$ cat config.mk
export PLATFORM = sky130hd
export DESIGN_NAME = fppt_row
export DESIGN_NICKNAME = d
export VERILOG_FILES = /design/src/sv/fppt_pkg.sv /design/src/sv/fppt_row.sv
export SDC_FILE = /design/constraint.sdc
export NUM_CORES = 1
export LEC_CHECK = 0
export BUFFER_PORTS_ARGS = -buffer_cell sky130_fd_sc_hd__buf_2
export CORE_AREA = 10 10 314 316
export CTS_CLUSTER_DIAMETER = 60
export DETAILED_ROUTE_END_ITERATION = 6
export DIE_AREA = 0 0 324 326
export GPL_ROUTABILITY_DRIVEN = 0
export PLACE_DENSITY = 0.44
export SLEW_MARGIN = 5
export SYNTH_ARGS = -nofsm -noshare
export SYNTH_HDL_FRONTEND = slang
export SYNTH_SLANG_ARGS = --single-unit
export TNS_END_PERCENT = 30
$ cat constraint.sdc
create_clock -name clk -period 14.98 [get_ports clk]
set_input_delay 2.996 -clock clk [delete_from_list [all_inputs] [get_ports clk]]
set_output_delay 2.996 -clock clk [all_outputs]
set_load 0.05 [all_outputs]
$ cat src/sv/fppt_pkg.sv
// ---------------------------------------------------------------------------
// fppt_pkg: shared types and constants
// Widths, mode and register codes, and stage payloads for the fixed-point
// point transform pipeline.
// ---------------------------------------------------------------------------
package fppt_pkg;

  localparam int FRACTION_BITS = 10;
  localparam int X_SUBSAMPLE   = 8;
  localparam int Y_SUBSAMPLE   = 15;

  localparam int IN_W   = 24;
  localparam int COEF_W = 32;
  localparam int OUT_W  = 32;
  localparam int CFG_W  = 64;
  localparam int IDX_W  = 3;
  localparam int MODE_W = 2;

  localparam int PROD_W = IN_W + COEF_W;
  localparam int SUM_W  = PROD_W + 1;
  localparam int ROW_W  = SUM_W - FRACTION_BITS + 1;
  localparam int D_W    = FRACTION_BITS + 1;
  localparam int REM_W  = D_W + 1;
  localparam int Q_W    = FRACTION_BITS + 1;
  localparam int RC_W   = FRACTION_BITS + 2;
  localparam int DIV_STEPS = (Q_W + 2) / 3;
  localparam int FIN_W  = ROW_W + RC_W;
  localparam int SUB_W  = 7;
  localparam int SAT_W  = FIN_W + SUB_W;

  localparam logic signed [ROW_W-1:0] W_ONE      = ROW_W'(1 << FRACTION_BITS);
  localparam logic signed [SUB_W-1:0] X_SUB      = SUB_W'(X_SUBSAMPLE);
  localparam logic signed [SUB_W-1:0] Y_SUB      = SUB_W'(Y_SUBSAMPLE);
  localparam logic signed [SAT_W-1:0] ROUND_BIAS = SAT_W'((1 << FRACTION_BITS) - 1);
  localparam logic signed [SAT_W-1:0] SAT_MAX    = SAT_W'(2147483647);
  localparam logic signed [SAT_W-1:0] SAT_MIN    = ~SAT_MAX;

  // transform modes
  localparam logic [MODE_W-1:0] MODE_IDENTITY    = 2'd0;
  localparam logic [MODE_W-1:0] MODE_SCALE       = 2'd1;
  localparam logic [MODE_W-1:0] MODE_AFFINE      = 2'd2;
  localparam logic [MODE_W-1:0] MODE_PERSPECTIVE = 2'd3;

  // register indexes
  localparam logic [IDX_W-1:0] REG_MODE      = 3'd0;
  localparam logic [IDX_W-1:0] REG_COEF_XX_XY = 3'd1;
  localparam logic [IDX_W-1:0] REG_COEF_YX_YY = 3'd2;
  localparam logic [IDX_W-1:0] REG_COEF_WX_WY = 3'd3;
  localparam logic [IDX_W-1:0] REG_OFFSET_XY = 3'd4;
  localparam logic [IDX_W-1:0] REG_OFFSET_W  = 3'd5;

  typedef struct packed {
    logic signed [IN_W-1:0] user_x;
    logic signed [IN_W-1:0] user_y;
  } in_t;

  typedef struct packed {
    logic signed [OUT_W-1:0] dev_x;
    logic signed [OUT_W-1:0] dev_y;
    logic                    w_zero;
  } out_t;

  typedef struct packed {
    logic [MODE_W-1:0]        mode;
    logic signed [COEF_W-1:0] xx;
    logic signed [COEF_W-1:0] xy;
    logic signed [COEF_W-1:0] yx;
    logic signed [COEF_W-1:0] yy;
    logic signed [COEF_W-1:0] wx;
    logic signed [COEF_W-1:0] wy;
    logic signed [COEF_W-1:0] ox;
    logic signed [COEF_W-1:0] oy;
    logic signed [COEF_W-1:0] ow;
  } cfg_t;

  typedef struct packed {
    logic signed [IN_W-1:0]   x;
    logic signed [IN_W-1:0]   y;
    logic signed [PROD_W-1:0] p_xx;
    logic signed [PROD_W-1:0] p_xy;
    logic signed [PROD_W-1:0] p_yx;
    logic signed [PROD_W-1:0] p_yy;
    logic signed [PROD_W-1:0] p_wx;
    logic signed [PROD_W-1:0] p_wy;
  } prod_t;

  typedef struct packed {
    logic signed [IN_W-1:0]  x;
    logic signed [IN_W-1:0]  y;
    logic signed [ROW_W-1:0] rx;
    logic signed [ROW_W-1:0] ry;
    logic                    w_neg;
    logic                    w_zero;
    logic                    w_small;
    logic [D_W-1:0]          d;
  } row_t;

  typedef struct packed {
    row_t             row;
    logic [REM_W-1:0] rem;
    logic [Q_W-1:0]   q;
    logic [Q_W-1:0]   num;
  } div_t;

  typedef struct packed {
    logic signed [IN_W-1:0]  x;
    logic signed [IN_W-1:0]  y;
    logic signed [ROW_W-1:0] rx;
    logic signed [ROW_W-1:0] ry;
    logic signed [FIN_W-1:0] prx;
    logic signed [FIN_W-1:0] pry;
    logic                    w_zero;
  } scl_t;

  // clamp to 32-bit signed
  function automatic logic signed [OUT_W-1:0] sat32(input logic signed [SAT_W-1:0] v);
    logic signed [OUT_W-1:0] r;
    if (v > SAT_MAX) r = SAT_MAX[OUT_W-1:0];
    else if (v < SAT_MIN) r = SAT_MIN[OUT_W-1:0];
    else r = v[OUT_W-1:0];
    return r;
  endfunction

endpackage

$ cat src/sv/fppt_row.sv
// ---------------------------------------------------------------------------
// fppt_row: row sums
// Adds product pairs (only the diagonal products in scale mode), shifts out
// the fraction and adds the offsets; also classifies w for the reciprocal.
// ---------------------------------------------------------------------------
module fppt_row import fppt_pkg::*; (
  input  logic  clk,
  input  logic  rst,
  input  cfg_t  cfg,
  input  logic  in_valid,
  output logic  in_ready,
  input  prod_t in_data,
  output logic  out_valid,
  input  logic  out_ready,
  output row_t  out_data
);

  logic                    adv;
  logic signed [SUM_W-1:0] sx, sy, sw;
  logic signed [ROW_W-1:0] w, wabs;
  row_t                    row_next;

  assign adv      = !out_valid || out_ready;
  assign in_ready = adv;

  // scale/translate drops the cross terms
  always_comb begin
    if (cfg.mode == MODE_SCALE) begin
      sx = SUM_W'(in_data.p_xx);
      sy = SUM_W'(in_data.p_yy);
    end else begin
      sx = SUM_W'(in_data.p_xx) + SUM_W'(in_data.p_xy);
      sy = SUM_W'(in_data.p_yx) + SUM_W'(in_data.p_yy);
    end
    sw = SUM_W'(in_data.p_wx) + SUM_W'(in_data.p_wy);
    w  = ROW_W'(sw >>> FRACTION_BITS) + ROW_W'(cfg.ow);
    wabs = w[ROW_W-1] ? -w : w;
    row_next.x       = in_data.x;
    row_next.y       = in_data.y;
    row_next.rx      = ROW_W'(sx >>> FRACTION_BITS) + ROW_W'(cfg.ox);
    row_next.ry      = ROW_W'(sy >>> FRACTION_BITS) + ROW_W'(cfg.oy);
    row_next.w_neg   = w[ROW_W-1];
    row_next.w_zero  = (w == '0);
    row_next.w_small = (w >= -W_ONE) && (w <= W_ONE);
    row_next.d       = wabs[D_W-1:0];
  end

  always_ff @(posedge clk) begin
    if (rst) begin
      out_valid <= 1'b0;
    end else if (adv) begin
      out_valid <= in_valid;
    end
    if (adv) begin
      out_data <= row_next;
    end
  end

endmodule

==> impl_results.md <==
- Outcome: completed
- DP Cell Count: between 4000 and 5000
- Post-synthesis cell type count: 91
- FP Rows: ~110
- R2R setup slack: ~13000 ps
- Fin Setup TNS: 0 ps
- Total gr overflow: 0
- Tmin final: a little over 9000 ps
- Worst-path clk slew: around 80 ps
- Tot Pwr: approximately 3.4 mW
- DRT Pass-1 Iters: 5
- Register area: 0.00476 mm^2
- Drt initial violations: ~1100
- Leading cell types in the layout, fill and taps excluded: buf_2, ha_1, a21oi_1
- Required @ worst endpoint: roughly 15000 ps
- Area of the multi-input gates: 0.0152 mm^2
- Mapped Nets: ~3400
- Cell count after synthesis: 2415
- Die span in y: between 300 and 400 um
- Port Buf Inserts: roughly 650
- Final non-filler cell total: ~4300
- CTS Buf Count: 17
- Post-Synth Simple-Gate Area: 0.169
- Initial antenna violation count: 38
- H-Tree Depth: 4
- Post-route DRC: 0
- Die W: around 320 um
- Critical path data arrival time: about 9500 ps
- Area Growth Syn to Fin: 25.6%
- Vias in the first global route: 20620
- Warnings, synthesis: 0
- GRT Resource Usage Total: 0.166
- Final hold violations: 0
- Core area: approximately 0.092 mm^2
- Post-synthesis sequential area ratio: 0.233
- Min-delay worst type: reg -> reg
- EDFF count, synth: 158
- Clock sinks: 159
- Fraction of registers with async set/reset: 0
- DPL Wire Length: 80.1 mm
- Root buffer cell: clkbuf_16
- CP startpoint kind: primary input
- Fillers: 10105
- Fmax: ~110 MHz
- Via density: roughly 4.9
- Largest net degree at the start of global routing: 64
- RSZ-0062 raised after global routing: false
- Most common cell after layout, fill and taps aside: buf_2
- Compound-Gate Fraction of Synth Area: 0.275
- # Max-Cap Violations: 0
- Top_reg_cell synth: edfxtp_1
- Share of cells above drive strength 1: 0.240
- Final WL: ~92 mm
- Slew @ Worst Pin: 958 ps
- Final standard cell area without fillers: 0.0257 mm^2
- Final period utilization: 0.616
- CTS tree: done
- Top Ports: 838
- Resized cells post-CTS: 0
- Syn avg cell area: between 8 and 9 um^2
- Leak: around 12 nW
- PwrDens: 133 mW/mm^2
- First-pass GRT wire length: between 100 and 150 mm
- Critical path peak fanout: 5
- Setup CP Type: in -> reg
- Post-Synth XOR/XNOR Area: 0.108
- Setup repair bufs after CTS: 0
- Post-synthesis mux area share: 0.000551
- Synth Area in Adders: 0.192
- Final core occ: 0.278
- Post-Syn Area: 0.0204 mm^2
- Max-Slew Margin vs Limit: 0.345
- Worst-skew pair later-pin latency: 510 ps
- Dpl cell area: about 0.025 mm^2
- Final slew viol count: 0
- Die area: roughly 0.11 mm^2
- Detail Route Antenna Nets: 0
- Main combinational cell family by area after synthesis: compound AO/OA/AOI/OAI gates
- Initial core utilization: 0.221
- Via count: 20676
- Fin nets: approximately 4000
- Worst Setup End Kind: flip-flop
- Max clock buf depth: 2
- Final setup fails: 0
- Final Skew: 14.7 ps
- # hold bufs at CTS: 0
- DR WL/cell: around 21 um
- Synthesized flop and latch total: between 150 and 200
- Max rail drop VDD: between 0.07 and 0.08 mV
## logic make-up (layout without fill, tap and decap cells)
family | count (synthesis) | in the layout
AOI/OAI and AO/OA | 872 | 872
xor gates and xnor gates | 251 | 251
adders and majority gates | 311 | 311
buffers and inverters | 119 | 755
DFF | 159 | 159
muxes | 1 | 1
other | 0 | 13
and+or+nand+nor | 702 | 702
## worst max-delay path, stage by stage
cell      delay, ps
buf_2           100
ha_1            280
a311oi_1        230
o21bai_1        160
a31oi_1         280
o21ai_0         130
a21oi_1         220
nor2b_1         100
a21boi_0        600
nor2b_1         100
nor2_1          130
xor2_1          180
o21ai_0         150
ha_1            290
a211oi_1        260
nor2_1          150
o311ai_0        670
a21boi_0        290
o41ai_1         510
a41oi_1         300
o21ai_0         380
a21oi_1         250
a21o_1          210
o21ai_0         150
o21ai_0         170
xor2_1          180
## synthesized netlist by cell type, types with 34 or more instances
library cell | number | area share
a21o_1 | 137 | 0.050
a21oi_1 | 287 | 0.070
and3_1 | 36 | 0.011
clkbuf_1 | 38 | 0.0070
edfxtp_1 | 158 | 0.23
ha_1 | 308 | 0.19
inv_1 | 70 | 0.013
nand2_1 | 171 | 0.031
nand3_1 | 64 | 0.016
nand4_1 | 38 | 0.012
nor2_1 | 184 | 0.034
nor2b_1 | 42 | 0.013
nor3_1 | 44 | 0.011
o21a_1 | 34 | 0.012
o21ai_0 | 165 | 0.040
o21bai_1 | 39 | 0.014
xnor2_1 | 154 | 0.066
xor2_1 | 97 | 0.042
## per-layer routing
| layer | wire length, um | GRT usage | vias to the layer above |
|---|---|---|---|
| met5 | 171 | 0 | - |
| met4 | 1390 | 0.0382 | 26 |
| met3 | 8740 | 0.0569 | 91 |
| met2 | 42100 | 0.276 | 683 |
| met1 | 39300 | 0.203 | 9486 |
| li1 | - | - | 10390 |
## where the power goes
group	switching, mW	leakage, nW	internal [mW]	total (mW)
Clock	0.246	0.292	0.226	0.472
Combinational	1.49	9.82	0.688	2.18
Sequential	0.0635	1.65	0.687	0.751
Total	1.80	11.8	1.60	3.40
## worst paths after layout
| path | startpoint | endpoint | cells after the start |
|---|---|---|---|
| worst min-delay path | out_valid | out_data[129] | 1 |
| worst max-delay path | in_data[113] | out_data[60] | 26 |
| worst max register to register | out_valid | out_data[74] | 3 |
| worst min register to register | out_valid | out_data[129] | 1 |
## through the flow
step | hold slack (ps) | worst slack (ps)
global placement | 880 | 5210
global route | 949 | 5200
detailed placement | 886 | 5230
floorplan | 3070 | 4820
CTS | 900 | 5740
finish | 878 | 5750
## registers in the layout (all words and copies together) (netlist names)
register and count:
out_data 158, out_valid 1
## layout make-up
type / count / area share
Clock inverter: 15 / 0.00736
Clock buffer: 17 / 0.0166
Antenna cell: 13 / 0.00127
Multi-Input combinational cell: 2137 / 0.593
Sequential cell: 159 / 0.186
Tap cell: 1197 / 0.0583
Timing Repair Buffer: 652 / 0.128
Inverter: 71 / 0.0104
Power figures use the tool's default switching activity.
