### src/sv/fppt_pkg.sv
// ---------------------------------------------------------------------------
// fppt_pkg: shared types and constants
// Widths, mode and register codes, and stage payloads for the fixed-point
// point transform pipeline.
// ---------------------------------------------------------------------------
package fppt_pkg;

  localparam int FRACTION_BITS = 10;
  localparam int X_SUBSAMPLE   = 8;
  localparam int Y_SUBSAMPLE   = 15;

  localparam int IN_W   = 24;
  localparam int COEF_W = 32;
  localparam int OUT_W  = 32;
  localparam int CFG_W  = 64;
  localparam int IDX_W  = 3;
  localparam int MODE_W = 2;

  localparam int PROD_W = IN_W + COEF_W;
  localparam int SUM_W  = PROD_W + 1;
  localparam int ROW_W  = SUM_W - FRACTION_BITS + 1;
  localparam int D_W    = FRACTION_BITS + 1;
  localparam int REM_W  = D_W + 1;
  localparam int Q_W    = FRACTION_BITS + 1;
  localparam int RC_W   = FRACTION_BITS + 2;
  localparam int DIV_STEPS = (Q_W + 2) / 3;
  localparam int FIN_W  = ROW_W + RC_W;
  localparam int SUB_W  = 7;
  localparam int SAT_W  = FIN_W + SUB_W;

  localparam logic signed [ROW_W-1:0] W_ONE      = ROW_W'(1 << FRACTION_BITS);
  localparam logic signed [SUB_W-1:0] X_SUB      = SUB_W'(X_SUBSAMPLE);
  localparam logic signed [SUB_W-1:0] Y_SUB      = SUB_W'(Y_SUBSAMPLE);
  localparam logic signed [SAT_W-1:0] ROUND_BIAS = SAT_W'((1 << FRACTION_BITS) - 1);
  localparam logic signed [SAT_W-1:0] SAT_MAX    = SAT_W'(2147483647);
  localparam logic signed [SAT_W-1:0] SAT_MIN    = ~SAT_MAX;

  // transform modes
  localparam logic [MODE_W-1:0] MODE_IDENTITY    = 2'd0;
  localparam logic [MODE_W-1:0] MODE_SCALE       = 2'd1;
  localparam logic [MODE_W-1:0] MODE_AFFINE      = 2'd2;
  localparam logic [MODE_W-1:0] MODE_PERSPECTIVE = 2'd3;

  // register indexes
  localparam logic [IDX_W-1:0] REG_MODE      = 3'd0;
  localparam logic [IDX_W-1:0] REG_COEF_XX_XY = 3'd1;
  localparam logic [IDX_W-1:0] REG_COEF_YX_YY = 3'd2;
  localparam logic [IDX_W-1:0] REG_COEF_WX_WY = 3'd3;
  localparam logic [IDX_W-1:0] REG_OFFSET_XY = 3'd4;
  localparam logic [IDX_W-1:0] REG_OFFSET_W  = 3'd5;

  typedef struct packed {
    logic signed [IN_W-1:0] user_x;
    logic signed [IN_W-1:0] user_y;
  } in_t;

  typedef struct packed {
    logic signed [OUT_W-1:0] dev_x;
    logic signed [OUT_W-1:0] dev_y;
    logic                    w_zero;
  } out_t;

  typedef struct packed {
    logic [MODE_W-1:0]        mode;
    logic signed [COEF_W-1:0] xx;
    logic signed [COEF_W-1:0] xy;
    logic signed [COEF_W-1:0] yx;
    logic signed [COEF_W-1:0] yy;
    logic signed [COEF_W-1:0] wx;
    logic signed [COEF_W-1:0] wy;
    logic signed [COEF_W-1:0] ox;
    logic signed [COEF_W-1:0] oy;
    logic signed [COEF_W-1:0] ow;
  } cfg_t;

  typedef struct packed {
    logic signed [IN_W-1:0]   x;
    logic signed [IN_W-1:0]   y;
    logic signed [PROD_W-1:0] p_xx;
    logic signed [PROD_W-1:0] p_xy;
    logic signed [PROD_W-1:0] p_yx;
    logic signed [PROD_W-1:0] p_yy;
    logic signed [PROD_W-1:0] p_wx;
    logic signed [PROD_W-1:0] p_wy;
  } prod_t;

  typedef struct packed {
    logic signed [IN_W-1:0]  x;
    logic signed [IN_W-1:0]  y;
    logic signed [ROW_W-1:0] rx;
    logic signed [ROW_W-1:0] ry;
    logic                    w_neg;
    logic                    w_zero;
    logic                    w_small;
    logic [D_W-1:0]          d;
  } row_t;

  typedef struct packed {
    row_t             row;
    logic [REM_W-1:0] rem;
    logic [Q_W-1:0]   q;
    logic [Q_W-1:0]   num;
  } div_t;

  typedef struct packed {
    logic signed [IN_W-1:0]  x;
    logic signed [IN_W-1:0]  y;
    logic signed [ROW_W-1:0] rx;
    logic signed [ROW_W-1:0] ry;
    logic signed [FIN_W-1:0] prx;
    logic signed [FIN_W-1:0] pry;
    logic                    w_zero;
  } scl_t;

  // clamp to 32-bit signed
  function automatic logic signed [OUT_W-1:0] sat32(input logic signed [SAT_W-1:0] v);
    logic signed [OUT_W-1:0] r;
    if (v > SAT_MAX) r = SAT_MAX[OUT_W-1:0];
    else if (v < SAT_MIN) r = SAT_MIN[OUT_W-1:0];
    else r = v[OUT_W-1:0];
    return r;
  endfunction

endpackage

### src/sv/fppt_out.sv
// ---------------------------------------------------------------------------
// fppt_out: perspective scale and output
// Applies the signed reciprocal, then the subsample factor, the mode
// select and saturation into the output register.
// ---------------------------------------------------------------------------
module fppt_out import fppt_pkg::*; (
  input  logic clk,
  input  logic rst,
  input  cfg_t cfg,
  input  logic in_valid,
  output logic in_ready,
  input  div_t in_data,
  output logic out_valid,
  input  logic out_ready,
  output out_t out_data
);

  logic                    va, adv_a, adv_b;
  logic signed [RC_W-1:0]  qs, rc;
  scl_t                    a, a_next;
  logic signed [FIN_W-1:0] row_x, row_y;
  logic signed [SAT_W-1:0] tx, ty;
  out_t                    res;

  assign adv_b    = !out_valid || out_ready;
  assign adv_a    = !va || adv_b;
  assign in_ready = adv_a;

  // signed reciprocal and row products
  always_comb begin
    qs = $signed(RC_W'(in_data.q));
    if (!in_data.row.w_small || in_data.row.w_zero) rc = '0;
    else if (in_data.row.w_neg) rc = -qs;
    else rc = qs;
    a_next.x      = in_data.row.x;
    a_next.y      = in_data.row.y;
    a_next.rx     = in_data.row.rx;
    a_next.ry     = in_data.row.ry;
    a_next.prx    = FIN_W'(in_data.row.rx) * FIN_W'(rc);
    a_next.pry    = FIN_W'(in_data.row.ry) * FIN_W'(rc);
    a_next.w_zero = in_data.row.w_zero;
  end

  // subsample scale, mode select, saturate
  always_comb begin
    if (cfg.mode == MODE_PERSPECTIVE) begin
      row_x = a.prx >>> FRACTION_BITS;
      row_y = a.pry >>> FRACTION_BITS;
    end else begin
      row_x = FIN_W'(a.rx);
      row_y = FIN_W'(a.ry);
    end
    res.w_zero = 1'b0;
    unique case (cfg.mode)
      MODE_IDENTITY: begin
        tx = SAT_W'(a.x) * SAT_W'(X_SUB);
        ty = SAT_W'(a.y) * SAT_W'(Y_SUB);
        if (tx < 0) tx = tx + ROUND_BIAS;
        if (ty < 0) ty = ty + ROUND_BIAS;
      end
      MODE_PERSPECTIVE: begin
        tx = SAT_W'(row_x) * SAT_W'(X_SUB);
        ty = SAT_W'(row_y) * SAT_W'(Y_SUB);
        res.w_zero = a.w_zero;
      end
      default: begin
        tx = SAT_W'(row_x) * SAT_W'(X_SUB);
        ty = SAT_W'(row_y) * SAT_W'(Y_SUB);
      end
    endcase
    res.dev_x = sat32(tx >>> FRACTION_BITS);
    res.dev_y = sat32(ty >>> FRACTION_BITS);
  end

  always_ff @(posedge clk) begin
    if (rst) begin
      va        <= 1'b0;
      out_valid <= 1'b0;
    end else begin
      if (adv_a) va <= in_valid;
      if (adv_b) out_valid <= va;
    end
    if (adv_a) a <= a_next;
    if (adv_b) out_data <= res;
  end

endmodule

### config.mk
export PLATFORM = sky130hd
export DESIGN_NAME = fppt_out
export DESIGN_NICKNAME = d
export VERILOG_FILES = /design/src/sv/fppt_pkg.sv /design/src/sv/fppt_out.sv
export SDC_FILE = /design/constraint.sdc
export NUM_CORES = 2
export LEC_CHECK = 0
export BUFFER_PORTS_ARGS = -buffer_cell sky130_fd_sc_hd__buf_2
export CAP_MARGIN = 10
export CORE_MARGIN = 5
export CORE_UTILIZATION = 28
export CTS_CLUSTER_SIZE = 16
export DETAILED_ROUTE_END_ITERATION = 10
export SLEW_MARGIN = 20
export SYNTH_ARGS = -nofsm -noshare
export SYNTH_HDL_FRONTEND = slang
export SYNTH_SLANG_ARGS = --single-unit
### constraint.sdc
create_clock -name clk -period 13 [get_ports clk]
set_clock_uncertainty 0.15 [all_clocks]
set_input_delay 0.65 -clock clk [delete_from_list [all_inputs] [get_ports clk]]
set_output_delay 0.65 -clock clk [all_outputs]
set_load 0.05 [all_outputs]
==> impl_metrics.csv <==
group,metric,value,unit
status,outcome,"finished, final reports clean",
synthesis,ys_seq_area_share,15.5,%
drt,drc_errors,0,
clock_tree,cts_buffers,34,
synthesis,ys_types,80,
synthesis,synth_ff_type,"edfxtp_1",
hold_path,hold_path_depth,1,
grt,grt_pass1_vias,45800,
setup_path,cpMostUsedCell,"fa_1",
drt,antenna_left,0,
power_and_ir_drop,irDropWorstVdd,129,uV
final_layout,area_growth,8.58,%
clock_tree,clockBufferDepth,3,
synthesis,ys_ff_latch,298,
final_layout,final_area,0.0626,mm2
timing,finalSetupTns,0,ns
power_and_ir_drop,powerDensity,155,mW/mm2
setup_path,r2r_cells,20,
hold_path,min_to,"a[226]",
place,dp_hpwl,123000,um
timing,post-route-period-util,76.3,%
drt,avgRoutedWirePerCell,17.3,um
synthesis,synth-async-reset-ratio,0,%
timing,slew_violations,0,
synthesis,ys_warn_count,0,
setup_path,reg2reg_from,"a[24]",
timing,tightest_slew,1.09,ns
timing,hold_viol_final,0,
floorplanning,num_rows,166,
clock_tree,root_buffer,"clkbuf_16",
setup_path,crit_slowest_cell,"a2111oi_0",
setup_path,crit_required,13.16,ns
drt,finalWirelength,156000,um
final_layout,drive_above_1_share,6.14,%
timing,fmax,0.101,GHz
clock_tree,cts_tree,"yes",
setup_path,endpoint_kind,"flip-flop",
place,port_buffers,230,
hold_path,hp-start,"in_data[153]",
synthesis,synth.avg_cell_area,9.21,um2
timing,max_slew_margin,27.6,%
setup_path,regToRegEndpoint,"out_data[18]",
grt,antenna_found_initial,37,
clock_tree,cts_hold_buf,0,
drt,drtPass1Iterations,6,
floorplanning,ios,553,
grt,grt_max_degree,70,
floorplanning,core,0.205,mm2
floorplanning,die-area,0.215,mm2
synthesis,synth_edf_count,296,
drt,avgViaCountPerCell,4.67,
drt,first_iter_violations,2654,
grt,grt_pass1_wl,253000,um
floorplanning,die_y,464,um
grt,grt-ovfl-total,0,
hold_path,hold_class,"in -> reg",
clock_tree,cts.clk_slew.worst_paths,0.07,ns
place,place_congestion,0.889,
timing,min_period,9.92,ns
power_and_ir_drop,leakage,29.6,nW
setup_path,critical_path_class,"in -> reg",
flow_run,max_cap_viol_count,0,
clock_tree,cts.sinks,298,
setup_path,critPathArrivalTime,10.09,ns
floorplanning,start_util,28.1,%
setup_path,cpPeakStageDelay,0.94,ns
setup_path,start_kind,"input pin",
timing,setup_viol,0,
final_layout,final_nets,8281,
drt,vias,42000,
synthesis,synth_area,0.0576,mm2
setup_path,path_max_fanout,61,
place,dpl-instance-area,0.0615,mm2
synthesis,syn-num-nets,8269,
clock_tree,clkLatencyLatePin,0.59,ns
floorplanning,die_x,464,um
setup_path,rrSetupSlack,5.67,ns
clock_tree,postCtsSetupBuffers,0,
grt,track_usage,14.7,%
timing,rsz0062_at_grt,"no",
synthesis,syn_inst,6255,
clock_tree,post_cts_resize_count,0,
clock_tree,htreeDepth,2,
-- cell usage in the layout, fill, tap and decap left out, drive strengths merged, types with 14 or more instances in the layout --
| cell | n |
|---|---|
| edfxtp | 296 |
| and2 | 328 |
| clkbuf | 39 |
| nand2b | 19 |
| nor3 | 46 |
| diode | 17 |
| nand4 | 49 |
| clkinv | 15 |
| ha | 401 |
| fa | 1127 |
| and3 | 53 |
| a21oi | 199 |
| a21o | 65 |
| a211oi | 18 |
| nand2 | 967 |
| or2 | 26 |
| xor2 | 76 |
| o21ai | 163 |
| nor2 | 231 |
| mux2i | 48 |
| o21a | 33 |
| o21bai | 22 |
| or3 | 14 |
| buf | 270 |
| xnor2 | 118 |
| nor2b | 24 |
| inv | 1405 |
| nand3 | 58 |
-- per-stage QoR --
stage	util (%)	hold slack [ns]	total power, mW	std cells	setup WS, ns
finish	30.6	0.0909	9.70	8995	3.08
global placement	30.0	0.367	8.60	8919	2.60
detailed placement	30.0	0.375	8.68	8919	2.47
CTS	30.5	0.0488	9.75	8978	3.10
floorplan	-	0.313	6.93	6255	4.66
global route	30.5	0.0607	10.8	8981	2.50
-- how the worst max path moves through the flow --
stage          slack (ns)   startpoint  cells after the start  endpoint
6_report             3.08  in_data[11]                     31    a[120]
5_1_grt              2.50  in_data[11]                     31    a[120]
4_1_cts              3.10  in_data[11]                     31    a[120]
3_5_place_dp         2.47  in_data[11]                     31    a[120]
3_3_place_gp         2.60  in_data[46]                     26    a[120]
2_1_floorplan        4.66  in_data[11]                     29    a[120]
-- state kept, by name, summed over array words and instances, names as in the netlist --
register / flops
out_valid: 1
va: 1
a: 231
out_data: 65
-- synthesized netlist by cell type, types with 9 or more instances --
cell type  instances  area share (%)
and3_1            53            0.58
o21bai_1          22            0.29
o211ai_1          12            0.16
or2_2             25            0.27
xnor2_1          118             1.8
nand2_1          967             6.3
a31oi_1           13            0.14
nor2b_1           24            0.26
nand2b_1          19            0.21
xor2_1            76             1.2
nand3_1           58            0.50
fa_1            1127              39
clkbuf_1         274             1.8
o21ai_0          161             1.4
and2_1           325             3.5
o21a_1            33            0.43
nor3_1            46            0.40
nand4_1           49            0.53
mux2i_1           48            0.83
a211oi_1          18            0.23
edfxtp_1         296              15
ha_1             401             8.7
inv_1           1403             9.1
a21oi_1          198             1.7
mux2_2             9            0.18
or3_1             14            0.15
a211o_1            9            0.14
nor4_1            11            0.12
nor2_1           230             1.5
a21o_1            65            0.85
-- cells by family after synthesis --
kind of cell             after synthesis  synth area share [%]
AO/OA/AOI/OAI                        621                  6.71
XOR/XNOR                             194                  2.95
adder cells (fa/ha/maj)             1528                  47.9
buffers and inverters               1699                  11.1
flip-flops                           298                  15.5
multiplexers                          57                  1.01
AND/OR/NAND/NOR                     1858                  14.9
-- area by class of cell --
| cell class | instances | area [um2] |
|---|---|---|
| Fill cell | 21500 | 142000 |
| Tap cell | 2688 | 3360 |
| Clock inverter | 20 | 183 |
| Timing Repair Buffer | 270 | 1460 |
| Inverter | 1405 | 5280 |
| Sequential cell | 298 | 8930 |
| Multi-Input combinational cell | 4258 | 42400 |
| Clock buffer | 39 | 891 |
| Antenna cell | 17 | 42.5 |
-- power breakdown --
part,switching [mW],internal (mW)
sequential,0.0938,1.40
clock,0.438,0.553
combinational,4.45,2.76
-- per-layer routing --
metal | wire length, um | vias up | GRT usage, %
met1 | 67800 | 21400 | 19.6
met3 | 10400 | 213 | 2.44
met2 | 73900 | 1222 | 24.8
met5 | 47 | - | 0
met4 | 3880 | 6 | 3.47
li1 | - | 19100 | -
-- critical path: cells and delay by family --
kind / cells / cell delay (ns)
simple gates: 5 / 0.80
buf+inv: 6 / 1.30
compound gates: 11 / 3.91
fa+ha+maj: 7 / 3.00
xor+xnor: 2 / 0.32
(Power assumes the default switching activity.)
