==> config.mk <==
export PLATFORM = sky130hd
export DESIGN_NAME = fppt_recip
export DESIGN_NICKNAME = d
export VERILOG_FILES = /design/src/sv/fppt_pkg.sv /design/src/sv/fppt_recip.sv
export SDC_FILE = /design/constraint.sdc
export NUM_CORES = 1
export LEC_CHECK = 0
export BUFFER_PORTS_ARGS = -buffer_cell sky130_fd_sc_hd__buf_2
export CAP_MARGIN = 5
export CORE_MARGIN = 8
export CORE_UTILIZATION = 30
export DETAILED_ROUTE_END_ITERATION = 10
export PLACE_DENSITY = 0.48
export SKIP_CTS_REPAIR_TIMING = 1
export SLEW_MARGIN = 20
export SYNTH_ARGS = -nofsm -noshare
export SYNTH_HDL_FRONTEND = slang
export SYNTH_SLANG_ARGS = --single-unit
export TNS_END_PERCENT = 100
==> constraint.sdc <==
create_clock -name clk -period 10.05 [get_ports clk]
set_clock_uncertainty 0.1 [all_clocks]
set_input_delay 1.005 -clock clk [delete_from_list [all_inputs] [get_ports clk]]
set_output_delay 1.005 -clock clk [all_outputs]
set_load 0.03 [all_outputs]
==> src/sv/fppt_pkg.sv <==
// ---------------------------------------------------------------------------
// fppt_pkg: shared types and constants
// Widths, mode and register codes, and stage payloads for the fixed-point
// point transform pipeline.
// ---------------------------------------------------------------------------
package fppt_pkg;

  localparam int FRACTION_BITS = 10;
  localparam int X_SUBSAMPLE   = 8;
  localparam int Y_SUBSAMPLE   = 15;

  localparam int IN_W   = 24;
  localparam int COEF_W = 32;
  localparam int OUT_W  = 32;
  localparam int CFG_W  = 64;
  localparam int IDX_W  = 3;
  localparam int MODE_W = 2;

  localparam int PROD_W = IN_W + COEF_W;
  localparam int SUM_W  = PROD_W + 1;
  localparam int ROW_W  = SUM_W - FRACTION_BITS + 1;
  localparam int D_W    = FRACTION_BITS + 1;
  localparam int REM_W  = D_W + 1;
  localparam int Q_W    = FRACTION_BITS + 1;
  localparam int RC_W   = FRACTION_BITS + 2;
  localparam int DIV_STEPS = (Q_W + 2) / 3;
  localparam int FIN_W  = ROW_W + RC_W;
  localparam int SUB_W  = 7;
  localparam int SAT_W  = FIN_W + SUB_W;

  localparam logic signed [ROW_W-1:0] W_ONE      = ROW_W'(1 << FRACTION_BITS);
  localparam logic signed [SUB_W-1:0] X_SUB      = SUB_W'(X_SUBSAMPLE);
  localparam logic signed [SUB_W-1:0] Y_SUB      = SUB_W'(Y_SUBSAMPLE);
  localparam logic signed [SAT_W-1:0] ROUND_BIAS = SAT_W'((1 << FRACTION_BITS) - 1);
  localparam logic signed [SAT_W-1:0] SAT_MAX    = SAT_W'(2147483647);
  localparam logic signed [SAT_W-1:0] SAT_MIN    = ~SAT_MAX;

  // transform modes
  localparam logic [MODE_W-1:0] MODE_IDENTITY    = 2'd0;
  localparam logic [MODE_W-1:0] MODE_SCALE       = 2'd1;
  localparam logic [MODE_W-1:0] MODE_AFFINE      = 2'd2;
  localparam logic [MODE_W-1:0] MODE_PERSPECTIVE = 2'd3;

  // register indexes
  localparam logic [IDX_W-1:0] REG_MODE      = 3'd0;
  localparam logic [IDX_W-1:0] REG_COEF_XX_XY = 3'd1;
  localparam logic [IDX_W-1:0] REG_COEF_YX_YY = 3'd2;
  localparam logic [IDX_W-1:0] REG_COEF_WX_WY = 3'd3;
  localparam logic [IDX_W-1:0] REG_OFFSET_XY = 3'd4;
  localparam logic [IDX_W-1:0] REG_OFFSET_W  = 3'd5;

  typedef struct packed {
    logic signed [IN_W-1:0] user_x;
    logic signed [IN_W-1:0] user_y;
  } in_t;

  typedef struct packed {
    logic signed [OUT_W-1:0] dev_x;
    logic signed [OUT_W-1:0] dev_y;
    logic                    w_zero;
  } out_t;

  typedef struct packed {
    logic [MODE_W-1:0]        mode;
    logic signed [COEF_W-1:0] xx;
    logic signed [COEF_W-1:0] xy;
    logic signed [COEF_W-1:0] yx;
    logic signed [COEF_W-1:0] yy;
    logic signed [COEF_W-1:0] wx;
    logic signed [COEF_W-1:0] wy;
    logic signed [COEF_W-1:0] ox;
    logic signed [COEF_W-1:0] oy;
    logic signed [COEF_W-1:0] ow;
  } cfg_t;

  typedef struct packed {
    logic signed [IN_W-1:0]   x;
    logic signed [IN_W-1:0]   y;
    logic signed [PROD_W-1:0] p_xx;
    logic signed [PROD_W-1:0] p_xy;
    logic signed [PROD_W-1:0] p_yx;
    logic signed [PROD_W-1:0] p_yy;
    logic signed [PROD_W-1:0] p_wx;
    logic signed [PROD_W-1:0] p_wy;
  } prod_t;

  typedef struct packed {
    logic signed [IN_W-1:0]  x;
    logic signed [IN_W-1:0]  y;
    logic signed [ROW_W-1:0] rx;
    logic signed [ROW_W-1:0] ry;
    logic                    w_neg;
    logic                    w_zero;
    logic                    w_small;
    logic [D_W-1:0]          d;
  } row_t;

  typedef struct packed {
    row_t             row;
    logic [REM_W-1:0] rem;
    logic [Q_W-1:0]   q;
    logic [Q_W-1:0]   num;
  } div_t;

  typedef struct packed {
    logic signed [IN_W-1:0]  x;
    logic signed [IN_W-1:0]  y;
    logic signed [ROW_W-1:0] rx;
    logic signed [ROW_W-1:0] ry;
    logic signed [FIN_W-1:0] prx;
    logic signed [FIN_W-1:0] pry;
    logic                    w_zero;
  } scl_t;

  // clamp to 32-bit signed
  function automatic logic signed [OUT_W-1:0] sat32(input logic signed [SAT_W-1:0] v);
    logic signed [OUT_W-1:0] r;
    if (v > SAT_MAX) r = SAT_MAX[OUT_W-1:0];
    else if (v < SAT_MIN) r = SAT_MIN[OUT_W-1:0];
    else r = v[OUT_W-1:0];
    return r;
  endfunction

endpackage

==> src/sv/fppt_recip.sv <==
// ---------------------------------------------------------------------------
// fppt_recip: reciprocal divider
// Restoring division of one by |w| in three pipeline stages, with four,
// four and three quotient bits per stage.
// ---------------------------------------------------------------------------
module fppt_recip import fppt_pkg::*; (
  input  logic clk,
  input  logic rst,
  input  logic in_valid,
  output logic in_ready,
  input  row_t in_data,
  output logic out_valid,
  input  logic out_ready,
  output div_t out_data
);

  localparam int STEPS0 = DIV_STEPS;
  localparam int STEPS1 = DIV_STEPS;
  localparam int STEPS2 = Q_W - 2 * DIV_STEPS;

  // n restoring steps on one item
  function automatic div_t dstep(input div_t a, input int n);
    div_t             r;
    logic [REM_W-1:0] rem2;
    r = a;
    for (int k = 0; k < DIV_STEPS; k++) begin
      if (k < n) begin
        rem2  = {r.rem[REM_W-2:0], r.num[Q_W-1]};
        r.num = r.num << 1;
        if (rem2 >= REM_W'(r.row.d)) begin
          r.rem = rem2 - REM_W'(r.row.d);
          r.q   = {r.q[Q_W-2:0], 1'b1};
        end else begin
          r.rem = rem2;
          r.q   = {r.q[Q_W-2:0], 1'b0};
        end
      end
    end
    return r;
  endfunction

  logic v1, v2;
  logic adv0, adv1, adv2;
  div_t seed, s1, s2, n0, n1, n2;

  assign adv2      = !out_valid || out_ready;
  assign adv1      = !v2 || adv2;
  assign adv0      = !v1 || adv1;
  assign in_ready  = adv0;

  always_comb begin
    seed.row = in_data;
    seed.rem = '0;
    seed.q   = '0;
    seed.num = Q_W'(1) << FRACTION_BITS;
    n0 = dstep(seed, STEPS0);
    n1 = dstep(s1, STEPS1);
    n2 = dstep(s2, STEPS2);
  end

  always_ff @(posedge clk) begin
    if (rst) begin
      v1        <= 1'b0;
      v2        <= 1'b0;
      out_valid <= 1'b0;
    end else begin
      if (adv0) v1 <= in_valid;
      if (adv1) v2 <= v1;
      if (adv2) out_valid <= v2;
    end
    if (adv0) s1 <= n0;
    if (adv1) s2 <= n1;
    if (adv2) out_data <= n2;
  end

endmodule

==> results by stage, run 1 <==
Cells and area:
- Compared with the post-synthesis result, the final layout area differs by 21.6%.
- In the final design database the tool counted 2,061 nets.
- Fill cells in the final layout number 7,014.
- The top cell types in the final layout, fill and taps aside, are sky130_fd_sc_hd__edfxtp_1 (531), sky130_fd_sc_hd__buf_2 (344), sky130_fd_sc_hd__ha_1 (103), sky130_fd_sc_hd__nor2_1 (96), sky130_fd_sc_hd__inv_1 (69).
- In the final layout, the share of cells above drive strength 1 is 0.275.
- The most common library cell in the layout ignoring fill and taps is sky130_fd_sc_hd__edfxtp_1.

Drt:
- The number of routed nets with antenna violations is 0.
- The starting DRC count in detailed routing is 818.
- The routed layout has 12,985 vias.
- For this run, the detailed router's first-pass iteration total came to 5.
- The routed design has 56.5 mm of wire.
- Using the TritonRoute via totals, the vias-per-cell ratio works out to 4.63.
- The detail-routed net length per standard cell is 20.1 µm.
- The post-route DRC violation count is 0.

Synth:
- The mapped netlist covers between 20,000 and 25,000 µm².
- The number of instances in the synthesized netlist is 1,395.
- The post-synthesis cell type count is 80.
- Counting flops and latches in the post-synthesis netlist gives ~530.
- Yosys attributes the largest share of cell area to sky130_fd_sc_hd__edfxtp_1 (72%), sky130_fd_sc_hd__ha_1 (5.8%), sky130_fd_sc_hd__nor2_1 (1.6%).
- The synthesized design contains 531 enable-type register cells.
- The largest total area in the synthesized netlist belongs to sky130_fd_sc_hd__edfxtp_1.
- The share of synthesized area in the top cell type comes to 0.719.
- The count of warnings emitted by yosys is 0.
- After synthesis, the share of flip-flops with an asynchronous set or reset is 0.
- The proportion of synthesized chip area in sequential cells is 0.722.
- The most used flip-flop cell after synthesis is sky130_fd_sc_hd__edfxtp_1.
- A synthesized cell averages 15.9 µm².

Die:
- The area of the core is ~73,000 µm².
- The initial core utilization is 0.303.
- The die is 288 µm wide.
- The floorplan step set the die height to 288 µm.
- Row generation in the floorplan step produced 99 rows.
- During I/O placement, the number of pins put on the boundary was around 360.
- The die covers 82,900 µm².

Worst setup path:
- The capture point of the worst path is s2[31].
- The kind of end point of the critical path is a register.
- For the worst setup path, the data arrival time is 9.51 ns.
- The worst setup path is launched from a register.
- Counting buffers and inverters, the worst setup path is 32 cells deep.
- The number of cells on the worst reg-to-reg path is 32.
- The maximum fanout encountered on the critical timing path is 16.
- At the worst endpoint, the required time is 10.30 ns.
- In this design, the stage delay of the slowest critical-path cell is 0.50 ns.
- Counting both buffers and inverters, the worst setup path holds a total of 4.
- The startpoint identified for the worst register-to-register timing path is n1[34].
- The critical path is of the register to register type.
- On the critical path, the stage with the largest delay is an instance of sky130_fd_sc_hd__nand2b_1.
- The cell type group with the largest total delay on the critical path is compound AO/OA/AOI/OAI gates.
- The end of the worst register-to-register path is s2[31].
- In this run the register-to-register setup slack is 0.79 ns.
- The first element of the critical path is n1[34].

CTS:
- The number of buffers added by the clock tree synthesis step is between 50 and 60.
- TritonCTS built the clock tree.
- The clock edge transition at the registers on the reported setup and hold paths is around 0.06 ns.
- For the worst-skew pair, the clock arrives at the later sink with an insertion delay of 0.63 ns.
- The H-tree was split into 2 levels.
- The clock tree root driver cell is sky130_fd_sc_hd__clkbuf_16.
- The maximum number of buffers from clock root to sink is 3.
- The number of clock sinks is 534.

Place:
- Routability-driven placement finished with a final weighted congestion of about 0.85.
- The count of buffers added on input and output ports is 344.
- The placed wire-length estimate is 41.3 mm.

Global routing:
- The initial antenna violation count is 12.
- The wire length of the first global-routing pass is 81.8 mm.
- The via count of the first global-routing pass was 13,091.
- The total routing resource utilization after global routing is 0.130.
- The overflow left after global routing is 0.
- Entering global routing, the biggest net connects 121 pins.

STA:
- The final count of negative-setup-slack endpoints is 0.
- The max-slew violation total from the final report was 0.
- In the finished design, the share of the clock period the worst path needs comes to 0.922.
- Measured against its own limit, the worst slew margin works out to 0.356.
- The highest achievable clock rate is 108 MHz.
- Counting I/O delays and the setup requirement, the final critical path takes just over 9 ns.
- The final-layout setup total negative slack is 0 ns.
- At the pin with the least slew margin, the transition time is around 0.97 ns.
- Setup repair after global routing left no endpoint under its margin.
- The total count of hold-check failures in the final report is 0.

Min path:
- The worst hold-check path type is register to register.

Run status:
- The run finished with clean final reports.

Job:
- The number of max-cap violations is 0.
[state kept, by name, summed over array words and instances (netlist names)]
signal,count
out_valid,1
n1,158
out_data,181
v2,1
s2,19
v1,1
s1,15
n2,158
[cell type report]
cell class / count / area [µm²] / area share
timing repair buffer: 353 / 1790 / 0.0664
tap: 959 / 1200 / 0.0445
inverter: 73 / 294 / 0.0109
clock buffer: 71 / 1520 / 0.0563
clock inverter: 35 / 360 / 0.0134
antenna: 7 / 17.5 / 0.000650
multi-input combinational: 775 / 5780 / 0.214
sequential: 534 / 16000 / 0.594
[how the worst min path moves through the flow]
stage               cells after the start             to  slack (ns)    start
global placement                        0         n2[92]        0.30   n1[92]
global route                            0   out_data[95]        0.29   n2[95]
CTS                                     0   out_data[95]        0.27   n2[95]
finish                                  0  out_data[143]        0.28  n2[143]
floorplan                               0        n2[100]        0.30  n1[100]
detailed placement                      0        n2[152]        0.30  n1[152]
[per-stage QoR]
stage	cells	cell area, µm²	setup WS (ns)	util	hold slack, ns
after global placement	2694	25100	0.917	0.343	0.300
final	2807	27000	0.788	0.369	0.283
after CTS	2800	26900	0.762	0.369	0.275
after global routing	2804	27000	0.0247	0.369	0.292
after detailed placement	2694	25100	0.811	0.343	0.305
after floorplan	1409	22200	2.18	-	0.300
[routing by layer]
layer  part of all wire  GRT usage
met5             0.0018          0
met4              0.029     0.0423
met3              0.077     0.0397
met2               0.48      0.220
met1               0.42      0.158
[synthesized netlist by cell type, drive strengths merged, types with 4 or more instances]
cell and instances:
o21bai 12, nand3b 4, xnor2 40, a211oi 10, mux2i 22, xor2 30
a311oi 6, o31ai 9, o221ai 4, nand3 20, or3 13, nor4 5
o21a 20, nand2 39, buf 23, inv 73, nand2b 13, and3 6
a31oi 11, ha 103, clkbuf 4, and2 19, a21o 26, nand4 8
edfxtp 531, or2 11, a21oi 48, o21ai 50, o211ai 8, mux2 40
nor2 96, nor3 26, nor2b 15
[logic make-up (layout without fill, tap and decap cells)]
group | after synthesis | in the layout | synth area share
AOI/OAI and AO/OA | 240 | 240 | 0.0746
xor gates and xnor gates | 70 | 70 | 0.0277
adders and majority gates | 105 | 105 | 0.0599
buffers and inverters | 100 | 532 | 0.0202
DFF | 534 | 534 | 0.722
muxes | 62 | 62 | 0.0325
other | 1 | 22 | 0.000169
and+or+nand+nor | 283 | 283 | 0.0630
Power of run 1 is not shown: default switching activity piles up to over one toggle a cycle in this logic, so the estimate is an artifact.
==> inputs of run 2 (changes only) <==
Settings changed: CORE_UTILIZATION 30 to 57, PLACE_DENSITY 0.48 to 0.8.
==> results by stage, run 2 (synthesis gave the netlist of run 1 again) <==
STA:
- The slew at the pin with the worst max-slew slack is 1.05 ns (+0.0866 ns).
- The minimum period implied by the final worst setup slack came to 9.14 ns (-0.123 ns).
- The ratio of final minimum period to clock period is 0.909 (-0.0123).
- The max-slew violation total from the final report is 0 (unchanged).
- The total count of hold-check failures in the final report was 0 (unchanged).
- The relative slew slack came to 0.298 (-0.0577).
- The highest achievable clock rate is 109 MHz (+1.3%).
- The final count of negative-setup-slack endpoints is 0 (unchanged).
- The final-layout setup total negative slack is 0 ns (unchanged).
- Setup repair after global routing left no endpoint under its margin.

Global routing:
- The total routing resource utilization after global routing is 0.233 (+0.103).
- The overflow left after global routing is 0 (unchanged).
- The initial antenna violation count is 21 (+9).
- The via count of the first global-routing pass is 13,256 (+1.3%).
- The maximum number of pins on one net before global-route repair is 107 (-12%).
- The wire length of the first global-routing pass was 78.8 mm (-3.7%).

Worst setup path:
- The startpoint class of the critical path is a register.
- The worst endpoint required time was 10.29 ns (about the same).
- The highest-delay cell along the critical path is sky130_fd_sc_hd__a22oi_4.
- The kind of end point of the critical path is a register.
- The maximum fanout encountered on the critical timing path came to 16 (unchanged).
- The worst register-to-register path begins at n1[34].
- The count of buffer and inverter cells on the critical path came to 2 (-2).
- Tracing the worst setup path back leads to its startpoint at n1[34].
- The delay of the slowest critical-path stage was 0.51 ns (about the same).
- On the critical path the largest part of the delay comes from compound AO/OA/AOI/OAI gates.
- The critical setup path kind is register to register.
- The cell repeated most along the worst path is sky130_fd_sc_hd__mux2_2.
- The critical path arrival is 9.38 ns (-0.13 ns).

CTS:
- The number of clock sinks is 534 (unchanged).
- The clock tree root driver cell is sky130_fd_sc_hd__clkbuf_16.
- The number of buffers added by the clock tree synthesis step is 51 (-11%).
- The maximum number of buffers from clock root to sink came to 3 (unchanged).
- The clock latency on the worst-skew pair is 0.61 ns (-0.02 ns).
- The deepest level of the CTS H-tree is 2 (unchanged).
- TritonCTS built the clock tree.
- The clock edge transition at the registers on the reported setup and hold paths was 0.07 ns (about the same).

Run status:
- The run finished with clean final reports.

Drt:
- The starting DRC count in detailed routing came to 1,047 (+28%).
- The number of routed nets with antenna violations was 0 (unchanged).
- The total detailed-routing wirelength is 54.3 mm (-3.9%).
- The routed via count is 13,168 (+1.4%).
- The detail-routed net length per standard cell is 23.0 µm (+14%).
- The number of search-and-repair iterations in the first detailed-routing pass came to 5 (unchanged).
- The post-route DRC violation count is 0 (unchanged).
- The mean number of vias per cell is 5.58 (+21%).

Die:
- The area of the core is 38,600 µm² (-47%).
- The initial core utilization came to 0.575 (+0.272).
- The I/O pin count was 356 (unchanged).
- The horizontal die dimension is 213 µm (-26%).
- The die span in y came to 213 µm (-26%).
- The die area is 45,500 µm² (-45%).
- The number of cell rows was 72 (-27%).

Min path:
- The worst hold-check path type is register to register.
- The startpoint identified for the worst hold timing path is n2[95].

Job:
- The number of max-cap violations is 0 (unchanged).

Cells and area:
- The most common library cell in the layout ignoring fill and taps is sky130_fd_sc_hd__edfxtp_1.
- The total of fill cells in the finished design is 2,633 (-62%).
- The register name with the most flops is out_data.
- Leaving out fill and tap cells, the most frequent cells in the layout are sky130_fd_sc_hd__edfxtp_1 (531), sky130_fd_sc_hd__buf_2 (344), sky130_fd_sc_hd__ha_1 (103), sky130_fd_sc_hd__nor2_1 (96), sky130_fd_sc_hd__inv_1 (69).
- The share of layout cells above drive strength 1 is 0.266 (-0.00870).
- The flip-flop count of the largest register, all copies and words added is 181 (unchanged).
- The area overhead of the layout relative to synthesis is 17.8%.
- The number of nets at the end of the flow is 2,052 (-0.44%).

Place:
- The placed wire-length estimate is 38.2 mm (-7.5%).
- The count of buffers from port buffering is 344 (unchanged).
- The routability congestion estimate from global placement is 0.922 (+8.9%).
## run 2: final timing paths
path	endpoint	slack (ns)	depth (start not counted)
setup / recovery	s2[32]	0.91	31
hold / removal	out_data[95]	0.29	0
setup reg to reg	s2[32]	0.91	31
hold reg to reg	out_data[95]	0.29	0
## run 2: per-stage QoR
step                cells  area [µm²]  setup WS (ns)  hold WS, ns  utilization
finish               2360       26100          0.911        0.292        0.678
global route         2359       26100         0.0555        0.294        0.678
CTS                  2344       26100          0.601        0.286        0.676
detailed placement   2250       24500          0.617        0.305        0.635
global placement     2250       24500          0.827        0.300        0.635
floorplan            1409       22200           2.18        0.300            -
## run 2: layer usage
metal | wire (µm) | GRT usage | vias up
li1 | - | - | 6122
met1 | 20700 | 0.270 | 6428
met2 | 27700 | 0.412 | 514
met3 | 4350 | 0.0616 | 92
met4 | 1550 | 0.0877 | 12
met5 | 80 | 0 | -
## run 2: layout make-up
cell class	instances	area [µm²]	area share
antenna	16	40.0	0.00153
clock buffer	63	1320	0.0506
clock inverter	31	265	0.0102
inverter	73	289	0.0111
multi-input combinational	775	5790	0.222
sequential	534	16000	0.613
tap	518	648	0.0248
timing repair buffer	350	1770	0.0676
Power of run 2 is left out for the same reason.
